## src/design/pcov_pkg.sv

```systemverilog
`timescale 1ns / 1ps
`default_nettype none
package pcov_pkg;

   localparam int COORD_W    = 16;
   localparam int VERT_W     = 2 * COORD_W;
   localparam int HC_W       = COORD_W + 2;
   localparam int PROD_W     = 2 * HC_W;
   localparam int SUM_W      = PROD_W + 2;
   localparam int MAG_W      = SUM_W - 1;
   localparam int FRAC_SHIFT = 14;
   localparam int SQ_RAD_W   = PROD_W + FRAC_SHIFT;
   localparam int SQ_ROOT_W  = SQ_RAD_W / 2;
   localparam int SQ_REM_W   = SQ_ROOT_W + 2;
   localparam int MAG27_W    = 27;
   localparam int DIV_N_W    = 2 * MAG27_W;
   localparam int DIV_D_W    = PROD_W;
   localparam int DIV_Q_W    = 35;
   localparam int DIST_W     = 16;
   localparam int ALPHA_W    = 8;
   localparam int THICK_W    = 8;
   localparam int MODE_W     = 2;
   localparam int OP_W       = 2;
   localparam int CSR_IDX_W  = 2;

   localparam logic [DIST_W-1:0]    DIST_MAX = '1;
   localparam logic [DIST_W-1:0]    HALF_PX  = DIST_W'(128);
   localparam logic [THICK_W-1:0]   THICK_RESET = THICK_W'(1);
   localparam logic [MODE_W-1:0]    MODE_RESET  = '0;

   localparam logic [OP_W-1:0] OP_CLEAR  = 2'd0;
   localparam logic [OP_W-1:0] OP_APPEND = 2'd1;
   localparam logic [OP_W-1:0] OP_QUERY  = 2'd2;

   localparam logic [CSR_IDX_W-1:0] CSR_THICKNESS = 2'd0;
   localparam logic [CSR_IDX_W-1:0] CSR_MODE      = 2'd1;

   typedef struct packed {
      logic                 done;
      logic [SQ_ROOT_W-1:0] root;
   } sq_res_type;

   typedef struct packed {
      logic               done;
      logic [DIV_Q_W-1:0] quot;
   } div_res_type;

endpackage
`default_nettype wire

```

## src/design/pcov_sqrt.sv

```systemverilog
`timescale 1ns / 1ps
`default_nettype none
module pcov_sqrt (
   input  logic                          clock,
   input  logic                          reset,
   input  logic                          start,
   input  logic [pcov_pkg::SQ_RAD_W-1:0] radicand,
   output pcov_pkg::sq_res_type          res
);

   localparam int CNT_W = $clog2(pcov_pkg::SQ_ROOT_W);
   localparam int SH_W  = pcov_pkg::SQ_REM_W + 1;
   localparam logic [CNT_W-1:0] LAST = CNT_W'(pcov_pkg::SQ_ROOT_W - 1);

   logic [pcov_pkg::SQ_RAD_W-1:0]  rad_ff, rad_in;
   logic [pcov_pkg::SQ_REM_W-1:0]  rem_ff, rem_in;
   logic [pcov_pkg::SQ_ROOT_W-1:0] root_ff, root_in;
   logic [CNT_W-1:0]               cnt_ff, cnt_in;
   logic                           run_ff, run_in;
   logic                           done_ff, done_in;
   logic [SH_W-1:0]                rem_sh, trial, diff;

   always_comb begin
      rad_in  = rad_ff;
      rem_in  = rem_ff;
      root_in = root_ff;
      cnt_in  = cnt_ff;
      run_in  = run_ff;
      done_in = 1'b0;
      rem_sh  = {rem_ff[pcov_pkg::SQ_REM_W-2:0], rad_ff[pcov_pkg::SQ_RAD_W-1 -: 2]};
      trial   = SH_W'({root_ff, 2'b01});
      diff    = rem_sh - trial;
      if (start) begin
         rad_in  = radicand;
         rem_in  = '0;
         root_in = '0;
         cnt_in  = '0;
         run_in  = 1'b1;
      end else if (run_ff) begin
         if (rem_sh >= trial) begin
            rem_in  = diff[pcov_pkg::SQ_REM_W-1:0];
            root_in = {root_ff[pcov_pkg::SQ_ROOT_W-2:0], 1'b1};
         end else begin
            rem_in  = rem_sh[pcov_pkg::SQ_REM_W-1:0];
            root_in = {root_ff[pcov_pkg::SQ_ROOT_W-2:0], 1'b0};
         end
         rad_in = rad_ff << 2;
         cnt_in = cnt_ff + 1'b1;
         if (cnt_ff == LAST) begin
            run_in  = 1'b0;
            done_in = 1'b1;
         end
      end
   end

   always_ff @(posedge clock) begin
      if (reset) begin
         cnt_ff  <= '0;
         run_ff  <= 1'b0;
         done_ff <= 1'b0;
      end else begin
         cnt_ff  <= cnt_in;
         run_ff  <= run_in;
         done_ff <= done_in;
      end
   end

   always_ff @(posedge clock) begin
      rad_ff  <= rad_in;
      rem_ff  <= rem_in;
      root_ff <= root_in;
   end

   assign res.done = done_ff;
   assign res.root = root_ff;

endmodule
`default_nettype wire

```

## config.mk

```make
export PLATFORM = sky130hd
export DESIGN_NAME = pcov_sqrt
export DESIGN_NICKNAME = d
export VERILOG_FILES = /design/src/design/pcov_pkg.sv /design/src/design/pcov_sqrt.sv
export SDC_FILE = /design/constraint.sdc
export NUM_CORES = 1
export LEC_CHECK = 0
export ABC_AREA = 1
export BUFFER_PORTS_ARGS = -buffer_cell sky130_fd_sc_hd__buf_2
export CORE_MARGIN = 3
export CORE_UTILIZATION = 31
export CTS_CLUSTER_SIZE = 28
export DETAILED_ROUTE_END_ITERATION = 8
export GPL_TIMING_DRIVEN = 0
export SLEW_MARGIN = 20
export SYNTH_ARGS = -nofsm -noshare
export SYNTH_HDL_FRONTEND = slang
export SYNTH_SLANG_ARGS = --single-unit
```

## constraint.sdc

```tcl
create_clock -name clock -period 5.7 [get_ports clock]
set_input_delay 0.285 -clock clock [delete_from_list [all_inputs] [get_ports clock]]
set_output_delay 0.285 -clock clock [all_outputs]
set_load 0.05 [all_outputs]
```

==> summary.md <==
| Metric | Value |
|---|---|
| Commonest non-fill, non-tap cell in the layout | `nand2_1` |
| FF-to-FF Start | `root_ff[13]` |
| Final nets | `around 1.0k` |
| Filler cells | `between 2k and 2.5k` |
| Final setup skew | `between 0.01 and 0.015 ns` |
| Finished Layout Cells | `about 1.2k` |
| Vias | `between 5k and 6k` |
| Overall Global Routing Usage | `14.37%` |
| P per Cell Area | `624.9 nW/um^2` |
| Die H | `about 150 um` |
| Synth area leaders | `edfxtp_1 24%, nand2_1 21%, dfxtp_1 19%` |
| Final WL | `15290 um` |
| DRT antenna net count | `0` |
| Die area | `~22000 sq um` |
| Iter 0 DRT Violations | `about 280` |
| Antenna cells | `0` |
| Worst setup margin | `3.422 ns` |
| Leakage | `~3.6 nW` |
| Latest clock arrival within the worst-skew pair | `between 0.3 and 0.4 ns` |
| Setup_tns | `0 ns` |
| Max Clk Rate | `between 400 and 500 MHz` |
| Tmin final | `approximately 2.3 ns` |
| Hold buffer count at cts | `0` |
| TritonCTS Buffers | `9` |
| Post-DP HPWL | `between 10000 and 15000 um` |
| Via-to-Cell Ratio | `around 4.5` |
| Critical Path Start Type | `register` |
| Most frequent cells in the layout | `337 x nand2_1, 110 x inv_1, 80 x buf_2` |
| Multi-input gate area | `between 2000 and 3000 sq um` |
| Layout cells sized above 1 | `~14%` |
| Final Max Slew Viols | `0` |
| Tcrit/Tclk final | `between 30% and 40%` |
| Syn Nets | `between 900 and 1k` |
| TritonRoute pass-1 iters | `6` |
| FF+latch area | `about 2700 sq um` |
| Final Hold Viols | `0` |
| Yosys top cell by area | `edfxtp_1` |
| Place WS | `approximately 3.4 ns` |
| Synth Instances | `~830` |
| Rel. slew slack | `between 50 and 60%` |
| Crit path to | `rem_ff[8]` |
| Req. time, crit path | `~5.9 ns` |
| # DRC | `0` |
| # setup viols final | `0` |
| Die extent in x | `approximately 150 um` |
| Reg2Reg Capture Point | `rem_ff[8]` |
| Critical path origin | `root_ff[13]` |
| Avg WL per Cell | `12.89 um` |
| Reg-to-reg setup timing slack | `3.42 ns` |
| Post-CTS Setup Bufs | `0` |
| Max FO, Critical Path | `10` |
| Synth Cell Area | `between 6000 and 7000 sq um` |
| Synth Register Bits | `108` |
| RD Place Congestion | `between 0.8 and 0.9` |
| First-pass GRT wire length | `25250 um` |
| Crit. End Element | `register` |
| Syn. warnings | `0` |
| RSZ-0062 raised after global routing | `no` |
| Resize count post-CTS | `0` |
| Register area share after synthesis | `43.36%` |
| Cell variety after synth | `41` |
| Avg Inst Size Synth | `between 7 and 8 sq um` |
| Worst hold path type | `input pin to register` |
| Vias in the first global route | `a little over 5k` |
| Synth-to-Final Area Change | `17.16%` |
| Standard-cell rows | `50` |
| Initial Utilization | `roughly 32%` |
| Post-synth top area share | `around 24%` |
| Overflow after GRT | `0` |
| Core area | `19080 sq um` |
| Status | `finished, final reports clean` |
| Largest net degree at the start of global routing | `51` |
| Clk pin slew, worst setup/hold paths | `0.09 ns` |
| Clock H-tree levels | `3` |
| Crit path arrival time | `~2.5 ns` |
| Maximum clock insertion buffer count | `2` |
| Peak VDD IR | `386.2 uV` |
| CTS tree | `built` |
| Max-cap viol count | `0` |
| Root Buffer | `clkbuf_16` |
| I/O pin cnt | `79` |
| CTS Sinks | `between 100 and 150` |
| Reg2reg path depth | `12` |
| Port bufs | `78` |
| Antenna violations before repair | `3` |
| WS Path Type | `register to register` |
| Worst Max-Slew Pin Slew | `between 0.7 and 0.8 ns` |
| Placed Cells | `about 1.2k` |
-- report_power, final --
part / switching (W) / internal [W] / total [W] / leakage [nW]
Sequential: 0.0000660 / 0.000930 / 0.000996 / 0.985
Clock: 0.000334 / 0.000316 / 0.000650 / 0.150
Combinational: 0.00181 / 0.00104 / 0.00285 / 2.48
-- metrics by stage --
step           power, W  hold WS (ns)  area [sq um]  utilization [%]
4_1_cts        0.004511        0.1668          7194            37.70
3_5_place_dp   0.003835        0.4509          6888            36.10
3_3_place_gp   0.003819        0.4489          6857            35.93
5_1_grt        0.004948        0.1775          7194            37.70
2_1_floorplan  0.003189        0.4301          6141                -
6_report       0.004496        0.1778          7194            37.70
-- synth_stat cells --
library cell  count
a21boi_0          1
a21o_1            1
a21oi_1          33
a31oi_2           1
and2_1            1
buf_1             2
buf_2             2
buf_4             1
buf_6             2
buf_8             3
clkbuf_1         17
clkinv_1          1
dfxtp_1          58
edfxtp_1         50
ha_1             29
inv_1           110
inv_2             4
nand2_1         337
nand2_2           5
nand2_4           1
nand3_1          39
nand3_2           2
nand4_1           6
nor2_1           36
nor2_2            5
nor2_4            1
nor3_1            6
nor3_2            1
nor3b_1           1
nor4_1            1
o211ai_1          1
o211ai_2          8
o21a_1            1
o21ai_0           8
o21ai_1           8
o21ai_2           1
o21bai_1          5
o22ai_1          24
or2_1             5
xnor2_1          11
xor2_1            2
-- layer usage --
metal  vias up  GRT usage (%)  wire (um)
met5         -              0         36
met4         6          3.246        191
met3        21          3.794        974
met2       131          23.21       6759
met1      2355          19.38       7327
li1       2827              -          -
-- state kept, by name, summed over array words and instances, names as in the netlist --
register / flops
rad_ff: 50
rem_ff: 26
root_ff: 25
done_ff: 1
cnt_ff: 5
run_ff: 1
-- worst min-delay path by stage --
stage / startpoint / end / slack, ns / cells past startpoint
6_report: radicand[17] / rad_ff[17] / 0.18 / 3
5_1_grt: radicand[15] / rad_ff[15] / 0.18 / 3
4_1_cts: radicand[15] / rad_ff[15] / 0.17 / 3
3_5_place_dp: rem_ff[24] / rem_ff[24] / 0.45 / 2
3_3_place_gp: rem_ff[24] / rem_ff[24] / 0.45 / 2
2_1_floorplan: rem_ff[24] / rem_ff[24] / 0.43 / 2
-- critical path: stages, from the launching register on --
cell and delay [ns]:
dfxtp_1 0.33, inv_1 0.06, ha_1 0.35, a21oi_1 0.30
nand2_1 0.17, nand2_1 0.09, a21oi_1 0.07, nor2_2 0.17
nand2_4 0.07, buf_8 0.15, buf_8 0.15, o211ai_2 0.15
o21ai_1 0.08
-- cells by family after synthesis --
logic type	share of synthesized area (%)
AOI/OAI and AO/OA	9.515
xor gates and xnor gates	1.854
adders and majority gates	5.909
buffers and inverters	9.576
DFF	43.36
and+or+nand+nor	29.79
-- cell type report --
class	instances	share of cell area (%)
multi-input combinational	581	40.17
sequential	108	37.01
inverter	115	6.000
timing repair buffer	79	5.809
tap	260	4.522
clock buffer	9	3.130
buffer	27	2.226
clock inverter	7	1.130
No activity file was read; power rests on OpenSTA's default activity.
