$ cat config.mk
export PLATFORM = sky130hd
export DESIGN_NAME = pcov_div
export DESIGN_NICKNAME = d
export VERILOG_FILES = /design/src/design/pcov_pkg.sv /design/src/design/pcov_div.sv
export SDC_FILE = /design/constraint.sdc
export NUM_CORES = 1
export LEC_CHECK = 0
export BUFFER_PORTS_ARGS = -buffer_cell sky130_fd_sc_hd__buf_2
export CAP_MARGIN = 20
export CORE_AREA = 4 4 180 182
export CTS_BUF_LIST = sky130_fd_sc_hd__clkbuf_2
export DETAILED_ROUTE_END_ITERATION = 6
export DIE_AREA = 0 0 184 186
export PLACE_DENSITY_LB_ADDON = 0.1
export SYNTH_ARGS = -nofsm -noshare
export SYNTH_HDL_FRONTEND = slang
export SYNTH_SLANG_ARGS = --single-unit
$ cat constraint.sdc
create_clock -name clock -period 9.95 [get_ports clock]
set_clock_uncertainty 0.05 [all_clocks]
set_input_delay 0.4975 -clock clock [delete_from_list [all_inputs] [get_ports clock]]
set_output_delay 0.4975 -clock clock [all_outputs]
set_load 0.05 [all_outputs]
$ cat src/design/pcov_pkg.sv
`timescale 1ns / 1ps
`default_nettype none
package pcov_pkg;

   localparam int COORD_W    = 16;
   localparam int VERT_W     = 2 * COORD_W;
   localparam int HC_W       = COORD_W + 2;
   localparam int PROD_W     = 2 * HC_W;
   localparam int SUM_W      = PROD_W + 2;
   localparam int MAG_W      = SUM_W - 1;
   localparam int FRAC_SHIFT = 14;
   localparam int SQ_RAD_W   = PROD_W + FRAC_SHIFT;
   localparam int SQ_ROOT_W  = SQ_RAD_W / 2;
   localparam int SQ_REM_W   = SQ_ROOT_W + 2;
   localparam int MAG27_W    = 27;
   localparam int DIV_N_W    = 2 * MAG27_W;
   localparam int DIV_D_W    = PROD_W;
   localparam int DIV_Q_W    = 35;
   localparam int DIST_W     = 16;
   localparam int ALPHA_W    = 8;
   localparam int THICK_W    = 8;
   localparam int MODE_W     = 2;
   localparam int OP_W       = 2;
   localparam int CSR_IDX_W  = 2;

   localparam logic [DIST_W-1:0]    DIST_MAX = '1;
   localparam logic [DIST_W-1:0]    HALF_PX  = DIST_W'(128);
   localparam logic [THICK_W-1:0]   THICK_RESET = THICK_W'(1);
   localparam logic [MODE_W-1:0]    MODE_RESET  = '0;

   localparam logic [OP_W-1:0] OP_CLEAR  = 2'd0;
   localparam logic [OP_W-1:0] OP_APPEND = 2'd1;
   localparam logic [OP_W-1:0] OP_QUERY  = 2'd2;

   localparam logic [CSR_IDX_W-1:0] CSR_THICKNESS = 2'd0;
   localparam logic [CSR_IDX_W-1:0] CSR_MODE      = 2'd1;

   typedef struct packed {
      logic                 done;
      logic [SQ_ROOT_W-1:0] root;
   } sq_res_type;

   typedef struct packed {
      logic               done;
      logic [DIV_Q_W-1:0] quot;
   } div_res_type;

endpackage
`default_nettype wire

$ cat src/design/pcov_div.sv
`timescale 1ns / 1ps
`default_nettype none
module pcov_div (
   input  logic                         clock,
   input  logic                         reset,
   input  logic                         start,
   input  logic [pcov_pkg::DIV_N_W-1:0] numer,
   input  logic [pcov_pkg::DIV_D_W-1:0] denom,
   output pcov_pkg::div_res_type        res
);

   localparam int CNT_W = $clog2(pcov_pkg::DIV_Q_W);
   localparam int WIDE_W = pcov_pkg::DIV_N_W + pcov_pkg::FRAC_SHIFT;
   localparam int SH_W = pcov_pkg::DIV_D_W + 1;
   localparam logic [CNT_W-1:0] LAST = CNT_W'(pcov_pkg::DIV_Q_W - 1);

   logic [WIDE_W-1:0]              wide;
   logic [pcov_pkg::DIV_D_W-1:0]   dvs_ff, dvs_in;
   logic [pcov_pkg::DIV_D_W-1:0]   rem_ff, rem_in;
   logic [pcov_pkg::DIV_Q_W-1:0]   low_ff, low_in;
   logic [pcov_pkg::DIV_Q_W-1:0]   quot_ff, quot_in;
   logic [CNT_W-1:0]               cnt_ff, cnt_in;
   logic                           run_ff, run_in;
   logic                           done_ff, done_in;
   logic [SH_W-1:0]                rem_sh, dvs_ext, diff;

   assign wide = {numer, {pcov_pkg::FRAC_SHIFT{1'b0}}};

   always_comb begin
      dvs_in  = dvs_ff;
      rem_in  = rem_ff;
      low_in  = low_ff;
      quot_in = quot_ff;
      cnt_in  = cnt_ff;
      run_in  = run_ff;
      done_in = 1'b0;
      rem_sh  = {rem_ff, low_ff[pcov_pkg::DIV_Q_W-1]};
      dvs_ext = {1'b0, dvs_ff};
      diff    = rem_sh - dvs_ext;
      if (start) begin
         dvs_in  = denom;
         rem_in  = pcov_pkg::DIV_D_W'(wide[WIDE_W-1:pcov_pkg::DIV_Q_W]);
         low_in  = wide[pcov_pkg::DIV_Q_W-1:0];
         quot_in = '0;
         cnt_in  = '0;
         run_in  = 1'b1;
      end else if (run_ff) begin
         if (rem_sh >= dvs_ext) begin
            rem_in  = diff[pcov_pkg::DIV_D_W-1:0];
            quot_in = {quot_ff[pcov_pkg::DIV_Q_W-2:0], 1'b1};
         end else begin
            rem_in  = rem_sh[pcov_pkg::DIV_D_W-1:0];
            quot_in = {quot_ff[pcov_pkg::DIV_Q_W-2:0], 1'b0};
         end
         low_in = low_ff << 1;
         cnt_in = cnt_ff + 1'b1;
         if (cnt_ff == LAST) begin
            run_in  = 1'b0;
            done_in = 1'b1;
         end
      end
   end

   always_ff @(posedge clock) begin
      if (reset) begin
         cnt_ff  <= '0;
         run_ff  <= 1'b0;
         done_ff <= 1'b0;
      end else begin
         cnt_ff  <= cnt_in;
         run_ff  <= run_in;
         done_ff <= done_in;
      end
   end

   always_ff @(posedge clock) begin
      dvs_ff  <= dvs_in;
      rem_ff  <= rem_in;
      low_ff  <= low_in;
      quot_ff <= quot_in;
   end

   assign res.done = done_ff;
   assign res.quot = quot_ff;

endmodule
`default_nettype wire

==> results.py, run 1 <==
metrics = {
    "run_status": {
        "status": "finished clean",
    },
    "worst_setup_path": {
        "critPathSlowestCell": "edfxtp_1",
        "reg2regPathDepth": 12,
        "crit_fanout": 38,
        "critPathCapture": "rem_ff[31]",
        "crit_path_cell_trace": "ha_1, a21o_1, a31oi_1, a21boi_1, a311oi_2, o21ai_2, a31oi_4, o21ai_2, a221oi_4, buf_4, nor2_1, a221o_1",
        "timing.rr.end": "rem_ff[31]",
        "cp_slowest_stage_delay_ns": 0.45,
        "arrival_ns": 4.41,
        "worst_ep_required_time_ns": 10.43,
        "startpoint": "rem_ff[3]",
        "timing.rr.start": "rem_ff[3]",
        "end_kind": "flop",
        "cpMostUsedCell": "o21ai_2",
        "r2r_slack_ns": 6.02,
        "setup.worst_path.class": "reg2reg",
        "worst_setup_path_start_kind": "flop",
    },
    "synthesis": {
        "synth_flop_cell": "edfxtp_1",
        "yosysUniqueCellTypes": 68,
        "synth_area_sq_um": 7590,
        "syn_inst": 725,
        "syn_nets": 857,
        "synth_area_per_cell_sq_um": 10.5,
        "synth_area_leaders": "edfxtp_1, dfxtp_1, ha_1",
        "ys_async_sr_fraction": 0,
        "synth_top_cell_area_share": 0.356,
        "ys_ff_latch": 136,
        "ys_seq_area_frac": 0.477,
        "yosys.area.top_type": "edfxtp_1",
        "yosysMostFrequentCell": "edfxtp_1",
        "synth_top_cells_by_count": "edfxtp_1, nor2_1, nand2_1, inv_1, dfxtp_1",
        "yosys_warnings": 0,
        "synth_edf_count": 90,
    },
    "grt": {
        "gr-total-overflow": 0,
        "grt_max_degree": 104,
        "antenna_found_initial": 2,
        "grt_pass1_wl_um": 33000,
        "grt_pass1_vias": 6325,
        "grt.total_usage": 0.122,
    },
    "drt": {
        "vias": 6019,
        "drc": 0,
        "vias_per_cell": 4.53,
        "drt_iter0_drc": 322,
        "wl_per_cell_um": 15.4,
        "drtPass1Iterations": 6,
        "ant_nets": 0,
        "totalWireLength_um": 20500,
    },
    "pwr": {
        "power_density_nw_per_um2": 163,
        "power_leakage_nw": 4.02,
        "ir_drop_mv": 0.0840,
    },
    "cts": {
        "cts_made_buffers": 17,
        "clkLatencyLatePin_ns": 0.77,
        "cts-root-buf": "clkbuf_2",
        "htreeDepth": 4,
        "clk_path_buf_depth": 2,
        "path_clk_slew_ns": 0.24,
        "cts_tree": "yes",
        "post-cts-setup-buffer-count": 0,
        "cts.sink_count": 136,
    },
    "final_layout": {
        "fin_util": 0.317,
        "fin_nets": 1052,
        "multi_input_area_sq_um": 3590,
        "nFillCells": 3247,
        "seq_area_sq_um": 3620,
        "area_delta_synth_final_pct": 27.5,
        "drive_above_1_share": 0.211,
    },
    "die": {
        "die_y_um": 186,
        "coreArea_sq_um": 30600,
        "std_cell_rows": 64,
        "die_area_sq_um": 34200,
        "io_pins": 129,
        "die_w_um": 184,
        "initial_utilization": 0.248,
    },
    "job": {
        "cap_violations": 0,
    },
    "placement": {
        "dpl.hpwl_um": 14000,
        "port_buffers": 128,
        "gp_congestion": 0.776,
    },
    "min_path": {
        "hp-class": "in2reg",
    },
    "sta": {
        "fmax_mhz": 255,
        "fin_crit_ns": 3.93,
        "hold_violations": 0,
        "slew_headroom": 0.362,
        "rsz0062_at_grt": "false",
        "setup_viol": 0,
        "final_max_slew_viol_count": 0,
        "fin_setup_tns_ns": 0,
        "tightestPinTransition_ns": 0.956,
        "period_share": 0.395,
    },
}
-- cell type report --
cell class / count / share of cell area
flip-flops and latches: 136 / 0.374
repair buffers: 224 / 0.165
multi-input cells: 493 / 0.370
well taps: 396 / 0.0511
inverters: 48 / 0.0186
clock inverters: 13 / 0.0111
clock buffers: 19 / 0.00982
diodes: 1 / 0.000258
-- cell families after synthesis --
kind of cell | count (synthesis) | share of synthesized area
adder cells (fa/ha/maj) | 39 | 0.0652
flip-flops | 136 | 0.477
buffers and inverters | 96 | 0.0522
XOR/XNOR | 33 | 0.0381
multiplexers | 64 | 0.0880
AO/OA/AOI/OAI | 153 | 0.144
AND/OR/NAND/NOR | 204 | 0.135
-- sequential cells by signal (all words and copies together) (netlist names) --
register and flops:
cnt_ff 6, done_ff 1, dvs_ff 36, low_ff 21, quot_ff 35, rem_ff 36, run_ff 1
-- layer usage --
metal	routed length, um	track usage	vias to the layer above
met5	13	0	-
met4	227	0.0287	2
met3	869	0.0348	16
met2	9580	0.204	92
met1	9790	0.156	2855
li1	-	-	3054
-- cell usage in the layout, fill, tap and decap left out, types with 21 or more instances in the layout --
master,instances
nor2_1,64
mux2i_1,42
a21oi_1,29
mux2_2,22
dfxtp_1,45
o21ai_0,23
edfxtp_1,90
ha_1,38
buf_2,127
inv_1,47
nand3b_1,21
dlygate4sd3_1,91
nand2_1,51
-- through the flow --
stage | power (mW) | hold slack (ns) | cells | cell area, sq um | worst slack [ns]
2_1_floorplan | 1.11 | 0.393 | 725 | 7590 | 6.74
3_3_place_gp | 1.26 | 0.417 | 1206 | 8570 | 6.15
3_5_place_dp | 1.25 | 0.420 | 1206 | 8570 | 6.01
4_1_cts | 1.61 | 0.112 | 1329 | 9680 | 5.95
5_1_grt | 1.70 | 0.126 | 1330 | 9690 | 5.72
6_report | 1.58 | 0.195 | 1330 | 9690 | 6.02
-- critical path, delay by kind of cell (launching register included) --
| family | cells | cell delay (ns) |
|---|---|---|
| AO/OA/AOI/OAI | 9 | 2.20 |
| buffers and inverters | 1 | 0.41 |
| flip-flops | 1 | 0.45 |
| adder cells (fa/ha/maj) | 1 | 0.38 |
| AND/OR/NAND/NOR | 1 | 0.20 |
-- worst min-delay path by stage --
stage	from	endpoint	slack [ns]	depth (start not counted)
after floorplan	cnt_ff[5]	done_ff	0.39	2
after global placement	cnt_ff[5]	done_ff	0.42	2
after detailed placement	cnt_ff[5]	done_ff	0.42	2
after CTS	start	quot_ff[33]	0.11	2
after global routing	start	dvs_ff[2]	0.13	1
final	start	quot_ff[33]	0.19	2
-- where the power goes --
part | switching [mW] | internal, mW
Sequential | 0.0267 | 0.669
Combinational | 0.324 | 0.246
Clock | 0.227 | 0.0896
Total | 0.578 | 1.00
-- repair_timing --
action                                  in CTS  in global routing
gates resized for setup                      0                  0
endpoints found under the setup margin       0                  0
hold buffers                                91                  0
hold endpoints to repair                    98                  0
(Power assumes the default switching activity.)
==> run 2, diff against run 1 <==
==> constraint.sdc (replaced) <==
create_clock -name clock -period 3.6 [get_ports clock]
set_clock_uncertainty 0.05 [all_clocks]
set_input_delay 0.18 -clock clock [delete_from_list [all_inputs] [get_ports clock]]
set_output_delay 0.18 -clock clock [all_outputs]
set_load 0.05 [all_outputs]
==> results.py, run 2 (same netlist as run 1, synthesis figures left out) <==
metrics = {
    "placement": {
        "port_buffers": 128,
        "gp_congestion": 0.794,
        "place_inst": 1226,
        "dpl.hpwl_um": 14300,
        "dpl_cell_area_sq_um": 8750,
    },
    "sta": {
        "setup_viol": 0,
        "period_share": 0.960,
        "hold_violations": 0,
        "fin_crit_ns": 3.46,
        "tightestPinTransition_ns": 0.748,
        "slew_headroom": 0.501,
        "final_max_slew_viol_count": 0,
        "fmax_mhz": 289,
    },
    "pwr": {
        "power_leakage_nw": 4.40,
        "ir_drop_mv": 0.234,
        "p_sw_mw": 1.68,
        "clockPowerShare": 0.224,
        "pwr-share-comb": 0.374,
        "p_int_mw": 3.10,
        "seqPwrFrac": 0.402,
        "power_density_nw_per_um2": 455,
        "switching_share": 0.352,
    },
    "die": {
        "die_area_sq_um": 34200,
        "coreArea_sq_um": 30600,
        "die_w_um": 184,
        "io_pins": 129,
        "die_y_um": 186,
        "std_cell_rows": 64,
        "initial_utilization": 0.248,
    },
    "worst_setup_path": {
        "end_kind": "flop",
        "r2r_slack_ns": 0.14,
        "crit_fanout": 17,
        "arrival_ns": 3.90,
        "worst_setup_path_start_kind": "flop",
        "timing.rr.end": "rem_ff[32]",
        "worst_ep_required_time_ns": 4.05,
        "cpMostUsedCell": "o21ai_4",
        "cp_slowest_stage_delay_ns": 0.47,
        "timing.rr.start": "rem_ff[19]",
        "critPathSlowestCell": "a221oi_4",
        "setup.worst_path.class": "reg2reg",
        "crit_path_cell_trace": "ha_1, a21oi_2, o32ai_1, a211o_1, nor4b_4, o21ai_4, a31oi_4, o21ai_4, a221oi_4, buf_12, nor4_1, a221o_1",
        "reg2regPathDepth": 12,
    },
    "grt": {
        "grt_pass1_vias": 6495,
        "grt_max_degree": 79,
        "antenna_found_initial": 1,
        "gr-total-overflow": 0,
        "grt.total_usage": 0.122,
        "grt_pass1_wl_um": 33400,
    },
    "drt": {
        "vias": 6325,
        "drc": 0,
        "drtPass1Iterations": 4,
        "wl_per_cell_um": 15.0,
        "vias_per_cell": 4.51,
        "drt_iter0_drc": 235,
        "ant_nets": 0,
        "totalWireLength_um": 21000,
    },
    "final_layout": {
        "drive_above_1_share": 0.231,
        "nFillCells": 3233,
        "design_area_sq_um": 10500,
        "area_delta_synth_final_pct": 38.4,
        "reg_top3": "dvs_ff x36, rem_ff x36, quot_ff x35",
        "layout_common_cells": "dlygate4sd3_1, buf_2, edfxtp_1",
        "fin_nets": 1123,
        "stdcell_count": 1401,
        "final_common_cell": "dlygate4sd3_1",
    },
    "cts": {
        "cts_tree": "yes",
        "clk_path_buf_depth": 2,
        "cts-root-buf": "clkbuf_2",
        "cts.sink_count": 136,
        "cts_made_buffers": 17,
        "htreeDepth": 4,
        "clkLatencyLatePin_ns": 0.75,
        "path_clk_slew_ns": 0.23,
    },
    "min_path": {
        "hp-class": "in2reg",
        "min_delay_worst_endpoint": "dvs_ff[23]",
        "hold_depth": 2,
        "min_from": "denom[23]",
    },
    "run_status": {
        "status": "finished clean",
    },
    "job": {
        "cap_violations": 0,
    },
}
run 2: changes by cell type in the layout (fill, tap and decap cells not counted), sizes merged:
cell         before  now
buf             133  155
dlygate4sd3      91  139
bufinv            1    3
clkbuf           19   18
clkinvlp          4    0
inv              49   58
clkinv            7    2
run 2: metal layers:
layer  GRT usage  vias up  part of all wire
li1            -     3198                 -
met1       0.158     3008              0.47
met2       0.202      103              0.48
met3      0.0287       16             0.037
met4      0.0364        0             0.015
met5           0        -                 0
run 2: worst max-delay path, delay by kind of cell (launching register included):
| kind | cells | cell delay, ns |
|---|---|---|
| flip-flops | 1 | 0.44 |
| adder cells (fa/ha/maj) | 1 | 0.38 |
| AO/OA/AOI/OAI | 8 | 1.75 |
| buffers and inverters | 1 | 0.22 |
| AND/OR/NAND/NOR | 2 | 0.40 |
run 2: power by group through the flow:
stage	combinational [mW]	sequential (mW)	clock, mW
floorplan	1.15	1.93	0
global placement	1.62	1.96	0
detailed placement	1.60	1.95	0
CTS	1.74	1.93	1.15
global route	1.99	1.94	1.21
finish	1.79	1.92	1.07
run 2: area by class of cell:
class / instances / area (sq um) / area share
Timing Repair Buffer: 295 / 2290 / 0.218
Clock inverter: 15 / 186 / 0.0177
Tap cell: 396 / 495 / 0.0471
Inverter: 48 / 180 / 0.0171
Antenna cell: 1 / 2.50 / 0.000238
Multi-Input combinational cell: 493 / 3640 / 0.347
Sequential cell: 136 / 3620 / 0.345
Clock buffer: 17 / 85.1 / 0.00809
run 2: worst max path at each step:
stage	startpoint	endpoint	slack, ns	cells past startpoint
2_1_floorplan	rem_ff[19]	rem_ff[1]	0.39	14
3_3_place_gp	dvs_ff[1]	rem_ff[1]	0.09	13
3_5_place_dp	dvs_ff[1]	rem_ff[25]	0.04	13
4_1_cts	rem_ff[3]	rem_ff[34]	0.07	13
5_1_grt	rem_ff[3]	rem_ff[32]	-0.0007	13
6_report	rem_ff[19]	rem_ff[32]	0.14	12
run 2: per-stage QoR:
step	total power, mW	util	hold slack, ns	setup TNS (ns)	setup WS [ns]
global route	5.14	0.344	0.000852	-0.000696	-0.000696
CTS	4.81	0.340	0.00340	0	0.0688
detailed placement	3.55	0.286	0.304	0	0.0441
floorplan	3.08	-	0.202	0	0.393
global placement	3.58	0.286	0.307	0	0.0920
finish	4.78	0.344	0.110	0	0.145
run 2: timing repair:
action | in CTS | in global routing
hold endpoints to repair | 114 | 1
gates resized for setup | 1 | 12
hold buffers | 138 | 1
buffers inserted | 1 | 1
setup endpoints to repair | 4 | 13
cloned | 0 | 1
pin swaps | 1 | 3
