$ cat src/design/pcov_pkg.sv
`timescale 1ns / 1ps
`default_nettype none
package pcov_pkg;

   localparam int COORD_W    = 16;
   localparam int VERT_W     = 2 * COORD_W;
   localparam int HC_W       = COORD_W + 2;
   localparam int PROD_W     = 2 * HC_W;
   localparam int SUM_W      = PROD_W + 2;
   localparam int MAG_W      = SUM_W - 1;
   localparam int FRAC_SHIFT = 14;
   localparam int SQ_RAD_W   = PROD_W + FRAC_SHIFT;
   localparam int SQ_ROOT_W  = SQ_RAD_W / 2;
   localparam int SQ_REM_W   = SQ_ROOT_W + 2;
   localparam int MAG27_W    = 27;
   localparam int DIV_N_W    = 2 * MAG27_W;
   localparam int DIV_D_W    = PROD_W;
   localparam int DIV_Q_W    = 35;
   localparam int DIST_W     = 16;
   localparam int ALPHA_W    = 8;
   localparam int THICK_W    = 8;
   localparam int MODE_W     = 2;
   localparam int OP_W       = 2;
   localparam int CSR_IDX_W  = 2;

   localparam logic [DIST_W-1:0]    DIST_MAX = '1;
   localparam logic [DIST_W-1:0]    HALF_PX  = DIST_W'(128);
   localparam logic [THICK_W-1:0]   THICK_RESET = THICK_W'(1);
   localparam logic [MODE_W-1:0]    MODE_RESET  = '0;

   localparam logic [OP_W-1:0] OP_CLEAR  = 2'd0;
   localparam logic [OP_W-1:0] OP_APPEND = 2'd1;
   localparam logic [OP_W-1:0] OP_QUERY  = 2'd2;

   localparam logic [CSR_IDX_W-1:0] CSR_THICKNESS = 2'd0;
   localparam logic [CSR_IDX_W-1:0] CSR_MODE      = 2'd1;

   typedef struct packed {
      logic                 done;
      logic [SQ_ROOT_W-1:0] root;
   } sq_res_type;

   typedef struct packed {
      logic               done;
      logic [DIV_Q_W-1:0] quot;
   } div_res_type;

endpackage
`default_nettype wire

$ cat src/design/pcov_cell.sv
`timescale 1ns / 1ps
`default_nettype none
module pcov_cell (
   input  logic                        clock,
   input  logic                        load_en,
   input  logic [pcov_pkg::VERT_W-1:0] load_data,
   input  logic                        shift_en,
   input  logic [pcov_pkg::VERT_W-1:0] shift_in,
   output logic [pcov_pkg::VERT_W-1:0] vert_out
);

   logic [pcov_pkg::VERT_W-1:0] vert_ff;
   logic [pcov_pkg::VERT_W-1:0] vert_in;

   always_comb begin
      vert_in = vert_ff;
      priority if (shift_en) begin
         vert_in = shift_in;
      end else if (load_en) begin
         vert_in = load_data;
      end
   end

   always_ff @(posedge clock) begin
      vert_ff <= vert_in;
   end

   assign vert_out = vert_ff;

endmodule
`default_nettype wire

$ cat config.mk
export PLATFORM = sky130hd
export DESIGN_NAME = pcov_cell
export DESIGN_NICKNAME = d
export VERILOG_FILES = /design/src/design/pcov_pkg.sv /design/src/design/pcov_cell.sv
export SDC_FILE = /design/constraint.sdc
export NUM_CORES = 1
export LEC_CHECK = 0
export BUFFER_PORTS_ARGS = -buffer_cell sky130_fd_sc_hd__buf_2
export CORE_MARGIN = 1
export CORE_UTILIZATION = 41
export DETAILED_ROUTE_END_ITERATION = 6
export PLACE_DENSITY = 0.83
export SLEW_MARGIN = 20
export SYNTH_ARGS = -nofsm -noshare
export SYNTH_HDL_FRONTEND = slang
export SYNTH_SLANG_ARGS = --single-unit
export TNS_END_PERCENT = 10
$ cat constraint.sdc
create_clock -name clock -period 2.49 [get_ports clock]
set_input_delay 0.498 -clock clock [delete_from_list [all_inputs] [get_ports clock]]
set_output_delay 0.498 -clock clock [all_outputs]
set_load 0.05 [all_outputs]
==> flow_metrics.tcl, run 1 <==
set metrics [dict create \
    cp-end-kind "flip-flop" \
    yosys_warnings 0 \
    critical_path_class "input port to flip-flop" \
    drive_above_1_share_pct 80.35 \
    yosys.area.top_type "edfxtp_1" \
    fin_ws_ns 0.9597 \
    wirelength_mm 3.008 \
    m1WireLength_mm 1.116 \
    vdd_drop_max_v 0.0003482 \
    slew_viol_final 0 \
    start_util_pct 43.80 \
    ys_seq_elements 32 \
    p_per_area_nw_per_um2 691.0 \
    grt_setup_unrepaired "no" \
    ctsHoldBuffers 0 \
    cp_max_fo 17 \
    hp-class "input port to flip-flop" \
    setup_tns_ns 0 \
    numCtsBuffers 5 \
    cts.sinks 32 \
    met3_length_um 258 \
    dp_slack_ns 0.6737 \
    cts_tree "done" \
    die_area_um2 3924 \
    antenna_found_initial 0 \
    layout_min_cycle_time_ns 1.530 \
    synth_nets 136 \
    largest_reg_flops 32 \
    core_um2 3442 \
    synth_top_area_share_pct 63.73 \
    cap_violations 0 \
    wl_met2_mm 1.603 \
    wl_per_cell_um 13.74 \
    syn_to_final_growth_pct 39.09 \
    clkTransAtPathRegs_ns 0.06 \
    holdWs_ns 0.5193 \
    post_cts_buffers 0 \
    grt_max_degree 33 \
    ys.flop_type "edfxtp_1" \
    num_vias 994 \
    synth_cell_types 6 \
    status "complete, no violations" \
    synthArstFlopShare_pct 0 \
    top_layer_used "met4" \
    num-nets-final 240 \
    fmax_ghz 0.6535 \
    drc 0 \
    synth_edf_count 32 \
    antenna_cells 0 \
    power.leakage_uw 0.001024 \
    finalHoldViolCount 0 \
    dp_hpwl_mm 2.299 \
    ioPinCount 99 \
    period_share_pct 61.46 \
    chipWidth_um 62.64 \
    row_count 21 \
    cts_root_buf "clkbuf_8" \
    synth.most_common_cell "edfxtp_1" \
    syn-cell-area_um2 1508 \
    fp.dieH_um 62.64 \
    first_pass_iters 4 \
    grt_pass1_wl_mm 4.823 \
    worstSetupStartpointType "input port" \
    grt_usage_pct 16.59 \
    dp_cells 212 \
    power_uw 1449 \
    grt_overflow 0 \
    setup_viol 0 \
    post_cts_resized 0 \
    layout.cells.non_filler 219 \
    critical_path_arrival_ns 1.55 \
    synth_common_cells "32 x edfxtp_1, 29 x mux2_4, 3 x buf_12, 3 x mux2_2" \
    cp.required_ns 2.51 \
    syn_inst 69 \
    place.port_buffers 98 \
    synth.area.top_cells "edfxtp_1 64%, mux2_4 29%, buf_12 4.0%" \
    relSlewSlack_pct 67.16 \
    avgSynthCellArea_um2 21.85 \
    cts.path.max_buffers 2 \
    place_congestion 0.7085 \
    dr.first_iter.drc_count 41 \
    grt_pass1_vias 1050 \
    yosysSeqAreaShare_pct 63.73 \
    h-tree-depth 2 \
    worst-slew-pin-transition_ns 0.4925 \
    vias_per_cell 4.539 \
    antenna_left 0 \
]
-- worst max-delay path, stage by stage --
cell	delay, ns
buf_2	0.40
buf_4	0.32
mux2_4	0.32
-- layout by cell type, fill, tap and decap left out --
| cell | count |
|---|---|
| edfxtp_1 | 32 |
| buf_12 | 1 |
| clkinv_2 | 1 |
| or2_1 | 1 |
| clkbuf_8 | 5 |
| mux2_4 | 29 |
| buf_4 | 2 |
| mux2_2 | 3 |
| buf_2 | 98 |
| clkbuf_1 | 1 |
-- path summary, 6_finish.rpt --
path	cells past startpoint	end	startpoint	slack, ns
setup / recovery	3	vert_out[4]	shift_en	0.96
hold / removal	2	vert_out[17]	shift_in[17]	0.52
-- power by group --
part,internal (µW),leakage (µW),switching [µW]
Sequential,661,0.000326,13.3
Clock,189,0.0000410,169
Combinational,138,0.000657,278
-- logic make-up (layout without fill, tap and decap cells) --
| kind of cell | Yosys count | after routing | share of synthesized area [%] |
|---|---|---|---|
| multiplexers | 32 | 32 | 31.12 |
| buffers and inverters | 4 | 108 | 4.730 |
| AND/OR/NAND/NOR | 1 | 1 | 0.4152 |
| flip-flops | 32 | 32 | 63.73 |
-- through the flow --
step	area (µm²)	util [%]
2_1_floorplan	1508	-
3_3_place_gp	2019	58.67
3_5_place_dp	2019	58.67
4_1_cts	2097	60.92
5_1_grt	2097	60.92
6_report	2097	60.92
-- layer usage --
metal  global-route usage [%]  vias to the layer above
li1                         -                      476
met1                    17.20                      455
met4                    7.558                        0
met5                        0                        -
met3                    6.934                        2
met2                    28.94                       61
-- layout make-up --
cell class / count / area [µm²]
Sequential cell: 32 / 960.9
Timing Repair Buffer: 101 / 525.5
Fill cell: 268 / 1345
Tap cell: 46 / 57.56
Multi-Input combinational cell: 33 / 475.5
Clock inverter: 1 / 5.005
Clock buffer: 6 / 72.57
(Power assumes the default switching activity.)
==> run 2, diff against run 1 <==
- clock period: 2.49 -> 1.5 ns (I/O delays scaled with it)
==> run 2 against run 1 <==
Total power increased by 67%. Non-clock buffer count up 1. First-iteration DRC count grew 22%. Hold slack lost 0.20 ns. Largest power group unchanged. Clock power up 66%. Setup slack worse by 0.64 ns. Count of clock-buffer cells in the layout decreased by 1. Via count increased by 0.60%. Flip-flop and latch count did not move. Utilization grew 0.91 points. Wire length grew 8.8%. Critical path type is now flip-flop to output pin.
==> flow_metrics.tcl, run 2 (synthesis results as in run 1) <==
set metrics [dict create \
    largest_reg_flops 32 \
    fp.dieH_um 62.64 \
    worstSetupStartpointType "flip-flop" \
    cp_max_fo 1 \
    final_cell_mix "98 x buf_2, 32 x edfxtp_1, 29 x mux2_4, 5 x clkbuf_8" \
    cp-end-kind "output pin" \
    first_pass_iters 4 \
    cp_slowest_stage_delay_ns 0.38 \
    crit_family "flip-flops" \
    wl_per_cell_um 14.87 \
    grt_pass1_wl_mm 5.168 \
    grt_pass1_vias 1019 \
    hold_path_depth 2 \
    num_vias 1000 \
    fmax_ghz 0.8485 \
    grt_max_degree 24 \
    start_util_pct 43.80 \
    vdd_drop_max_v 0.0006114 \
    place.port_buffers 98 \
    combPwrFrac_pct 29.1 \
    period_share_pct 78.57 \
    drive_above_1_share_pct 80.46 \
    holdWs_ns 0.3189 \
    ioPinCount 99 \
    layout_min_cycle_time_ns 1.179 \
    cts_tree "done" \
    p_per_area_nw_per_um2 1137 \
    cts_root_buf "clkbuf_8" \
    power.leakage_uw 0.001036 \
    relSlewSlack_pct 82.70 \
    vias_per_cell 4.545 \
    min_to "vert_out[1]" \
    cts.sinks 32 \
    row_count 21 \
    fillers 266 \
    critical_path_arrival_ns 0.88 \
    critPathSlowestCell "edfxtp_1" \
    grt_usage_pct 18.16 \
    dr.first_iter.drc_count 50 \
    num-nets-final 241 \
    chipWidth_um 62.64 \
    seq_power_share_pct 46.4 \
    switching_share_pct 32.16 \
    internal-power_uw 1641 \
    post_cts_buffers 0 \
    power_uw 2419 \
    drc 0 \
    cp.required_ns 1.20 \
    antenna_cells 0 \
    ctsHoldBuffers 0 \
    antenna_found_initial 0 \
    cp_cell_sequence "buf_2" \
    hp-class "input port to flip-flop" \
    status "complete, no violations" \
    syn_to_final_growth_pct 41.16 \
    finalHoldViolCount 0 \
    critical_path_class "flip-flop to output pin" \
    grt_setup_unrepaired "no" \
    cts.path.max_buffers 2 \
    grt_overflow 0 \
    hold_start "shift_in[1]" \
    antenna_left 0 \
    worst-slew-pin-transition_ns 0.2613 \
    dp_hpwl_mm 2.537 \
    wirelength_mm 3.272 \
    setup_tns_ns 0 \
    core_um2 3442 \
    place_congestion 0.6740 \
    p_switching_uw 778.1 \
    post_cts_resized 0 \
    slew_viol_final 0 \
    die_area_um2 3924 \
    h-tree-depth 2 \
    numCtsBuffers 5 \
    clkTransAtPathRegs_ns 0.06 \
    setup_viol 0 \
    cap_violations 0 \
    pwr-share-clk_pct 24.5 \
    critPathBufInv 1 \
    layout_commonest_cell "buf_2" \
]
-- run 2: changes by cell type in the layout (fill, tap and decap cells not counted), sizes merged --
cell,before,now
buf,101,102
clkinv,1,2
clkbuf,6,5
-- run 2: cell type report --
type	count	area [µm²]	share of cell area, %
clock inverter	2	7.507	0.3527
clock buffer	5	68.82	3.233
timing repair buffer	102	558.0	26.22
multi-input combinational	33	475.5	22.34
tap	46	57.56	2.704
sequential	32	960.9	45.15
-- run 2: worst max path at each step --
stage	startpoint	to	cells after the start
6_report	vert_out[26]	vert_out[26]	1
3_5_place_dp	shift_en	vert_out[29]	3
4_1_cts	vert_out[19]	vert_out[19]	1
5_1_grt	vert_out[19]	vert_out[19]	1
2_1_floorplan	shift_en	vert_out[0]	3
3_3_place_gp	shift_en	vert_out[29]	3
-- run 2: power groups by stage --
stage	Clock [µW]	Combinational (µW)	Sequential, µW
floorplan	0	159	1500
global placement	0	694	1140
detailed placement	0	706	1140
CTS	612	708	1120
global route	668	729	1130
finish	593	705	1120
-- run 2: routing by layer --
layer	global-route usage (%)	vias up	share of wire [%]
met5	0	-	0
met2	29.89	57	55
li1	-	476	-
met4	11.34	0	2.2
met3	6.204	6	7.0
met1	20.05	461	36
-- run 2: metrics by stage --
step	cells	worst slack, ns	cell area (µm²)	utilization [%]
CTS	220	0.3027	2128	61.83
global route	220	0.2816	2128	61.83
global placement	213	0.1889	2052	59.61
detailed placement	213	0.1607	2052	59.61
floorplan	69	0.08625	1508	-
finish	220	0.3214	2128	61.83
==> run 3, diff against run 2 <==
- ABC_AREA: default -> 1
- CORE_UTILIZATION: 41 -> 36
- PLACE_DENSITY: 0.83 -> 0.8
- clock period: 1.5 -> 1 ns (I/O delays scaled with it)
==> run 3 against run 2 <==
The run now ends with setup timing left. Wire length decreased by 6.2%. First-iteration DRC count decreased by 54%. Via count increased by 23%. Setup slack got worse by 0.37 ns. Flip-flop and latch count unchanged. Critical path depth unchanged. Synthesized area decreased by 7.1%. Die area increased by 5.7%. Count of clock-buffer cells in the layout unchanged. Non-clock buffer count decreased by 1. Largest power group unchanged.
==> flow_metrics.tcl, run 3 <==
set metrics [dict create \
    wirelength_mm 3.069 \
    cp.required_ns 0.80 \
    grt_max_degree 33 \
    critPathBufInv 1 \
    vias_per_cell 4.300 \
    synth_top_area_share_pct 68.57 \
    final_area_um2 2205 \
    ys.flop_type "edfxtp_1" \
    worstSetupEndpoint "vert_out[26]" \
    hp-class "input port to flip-flop" \
    cap_violations 0 \
    largest_reg_flops 32 \
    cp_slowest_stage_delay_ns 0.40 \
    status "finished, violations left" \
    cts_tree "done" \
    fmax_ghz 0.9536 \
    antenna_cells 0 \
    final_cell_mix "96 x nand2_1, 66 x buf_2, 32 x buf_6, 32 x edfxtp_1, 5 x clkbuf_8" \
    cts.sinks 32 \
    ys_seq_elements 32 \
    drc 0 \
    yosys_warnings 0 \
    grt_pass1_vias 1266 \
    avgSynthCellArea_um2 10.23 \
    cp_max_fo 1 \
    vdd_drop_max_v 0.0009618 \
    worst-slew-pin-transition_ns 0.4367 \
    finalHoldViolCount 0 \
    ioPinCount 99 \
    synth_common_cells "96 x nand2_1, 32 x edfxtp_1, 4 x buf_6, 3 x buf_4" \
    antenna_left 0 \
    syn_to_final_growth_pct 57.32 \
    place_area_um2 1922 \
    row_count 22 \
    critPathSlowestCell "edfxtp_1" \
    synth_nets 204 \
    post_cts_buffers 0 \
    p_per_area_nw_per_um2 1714 \
    fin_ws_ns -0.04861 \
    place.port_buffers 98 \
    wl_per_cell_um 10.69 \
    cp.depth 1 \
    grt_pass1_wl_mm 5.099 \
    cp-end-kind "output pin" \
    start_util_pct 37.99 \
    h-tree-depth 2 \
    yosysSeqAreaShare_pct 68.57 \
    chipWidth_um 64.39 \
    cts_root_buf "clkbuf_8" \
    post_cts_resized 64 \
    clkTransAtPathRegs_ns 0.07 \
    layout_min_cycle_time_ns 1.049 \
    grt_setup_unrepaired "yes" \
    grt_overflow 0 \
    setup_tns_ns -0.7382 \
    die_area_um2 4146 \
    first_pass_iters 4 \
    antenna_found_initial 0 \
    synthArstFlopShare_pct 0 \
    critical_path_class "flip-flop to output pin" \
    fp.dieH_um 64.39 \
    synth.most_common_cell "nand2_1" \
    drive_above_1_share_pct 46.03 \
    relSlewSlack_pct 70.89 \
    violations "setup timing" \
    period_share_pct 104.9 \
    synth_edf_count 32 \
    grt_usage_pct 16.38 \
    holdWs_ns 0.1839 \
    setup_viol 32 \
    cp_cell_sequence "buf_6" \
    synth_cell_types 6 \
    slew_viol_final 0 \
    cts.path.max_buffers 2 \
    power.leakage_uw 0.001137 \
    num_vias 1234 \
    utilization_pct 59.77 \
    num-nets-final 305 \
    place_congestion 0.7212 \
    yosys.area.top_type "edfxtp_1" \
    layout_commonest_cell "nand2_1" \
    syn-cell-area_um2 1401 \
    crit_family "flip-flops" \
    worstSetupStartpointType "flip-flop" \
    critical_path_arrival_ns 0.85 \
    ctsHoldBuffers 0 \
    dp_hpwl_mm 2.169 \
    dr.first_iter.drc_count 23 \
    core_um2 3689 \
    syn_inst 137 \
    numCtsBuffers 5 \
    cp-startpoint "vert_out[26]" \
    synth.area.top_cells "edfxtp_1 69%, nand2_1 26%, buf_6 3.2%" \
]
-- run 3: cell types whose count changed after synthesis, sizes merged --
cell,change
buf,+3
inv,+1
mux2,-32
nand2,+96
-- run 3: how the worst min path moves through the flow --
| stage | from | to | slack [ns] | depth (start not counted) |
|---|---|---|---|---|
| 3_5_place_dp | load_data[5] | vert_out[5] | 0.47 | 3 |
| 4_1_cts | load_data[27] | vert_out[27] | 0.18 | 3 |
| 3_3_place_gp | load_data[3] | vert_out[3] | 0.46 | 3 |
| 6_report | load_data[27] | vert_out[27] | 0.18 | 3 |
| 2_1_floorplan | load_data[0] | vert_out[0] | 0.38 | 2 |
| 5_1_grt | shift_in[9] | vert_out[9] | 0.19 | 3 |
-- run 3: kinds of logic (layout without fill, tap and decap cells) --
| kind of cell | count (synthesis) | after routing | synth area share [%] |
|---|---|---|---|
| buf+inv | 8 | 110 | 5.268 |
| flops | 32 | 32 | 68.57 |
| simple gates | 97 | 97 | 26.16 |
-- run 3: per-layer routing --
metal	vias to the layer above	routed length, µm	global-route usage, %
met4	0	102	10.28
met2	58	1640	30.53
met5	-	0	0
met1	529	1118	15.01
li1	637	-	-
met3	10	209	5.357
-- run 3: report_power, final --
group | total, µW | switching, µW | internal (µW)
combinational | 1140 | 722 | 418
clock | 925 | 454 | 471
sequential | 1720 | 63.4 | 1650
total | 3780 | 1240 | 2540
-- run 3: through the flow --
stage	worst slack, ns	std cells	total power, µW
2_1_floorplan	0.03112	137	2404
3_3_place_gp	-0.04818	279	2665
3_5_place_dp	-0.06703	279	2680
4_1_cts	-0.05205	287	3815
5_1_grt	-0.07488	287	3933
6_report	-0.04861	287	3780
-- run 3: tightest hold or removal path: cells and delay by family --
family	cells	cell delay [ns]
buffers and inverters	1	0.07
and+or+nand+nor	2	0.09
-- run 3: cell type report --
class | instances | area (µm²)
clock buffers | 5 | 68.82
clock inverters | 3 | 13.76
fillers | 322 | 1484
inverters | 1 | 6.256
multi-input cells | 97 | 369.1
flip-flops and latches | 32 | 960.9
well taps | 48 | 60.06
repair buffers | 101 | 725.7
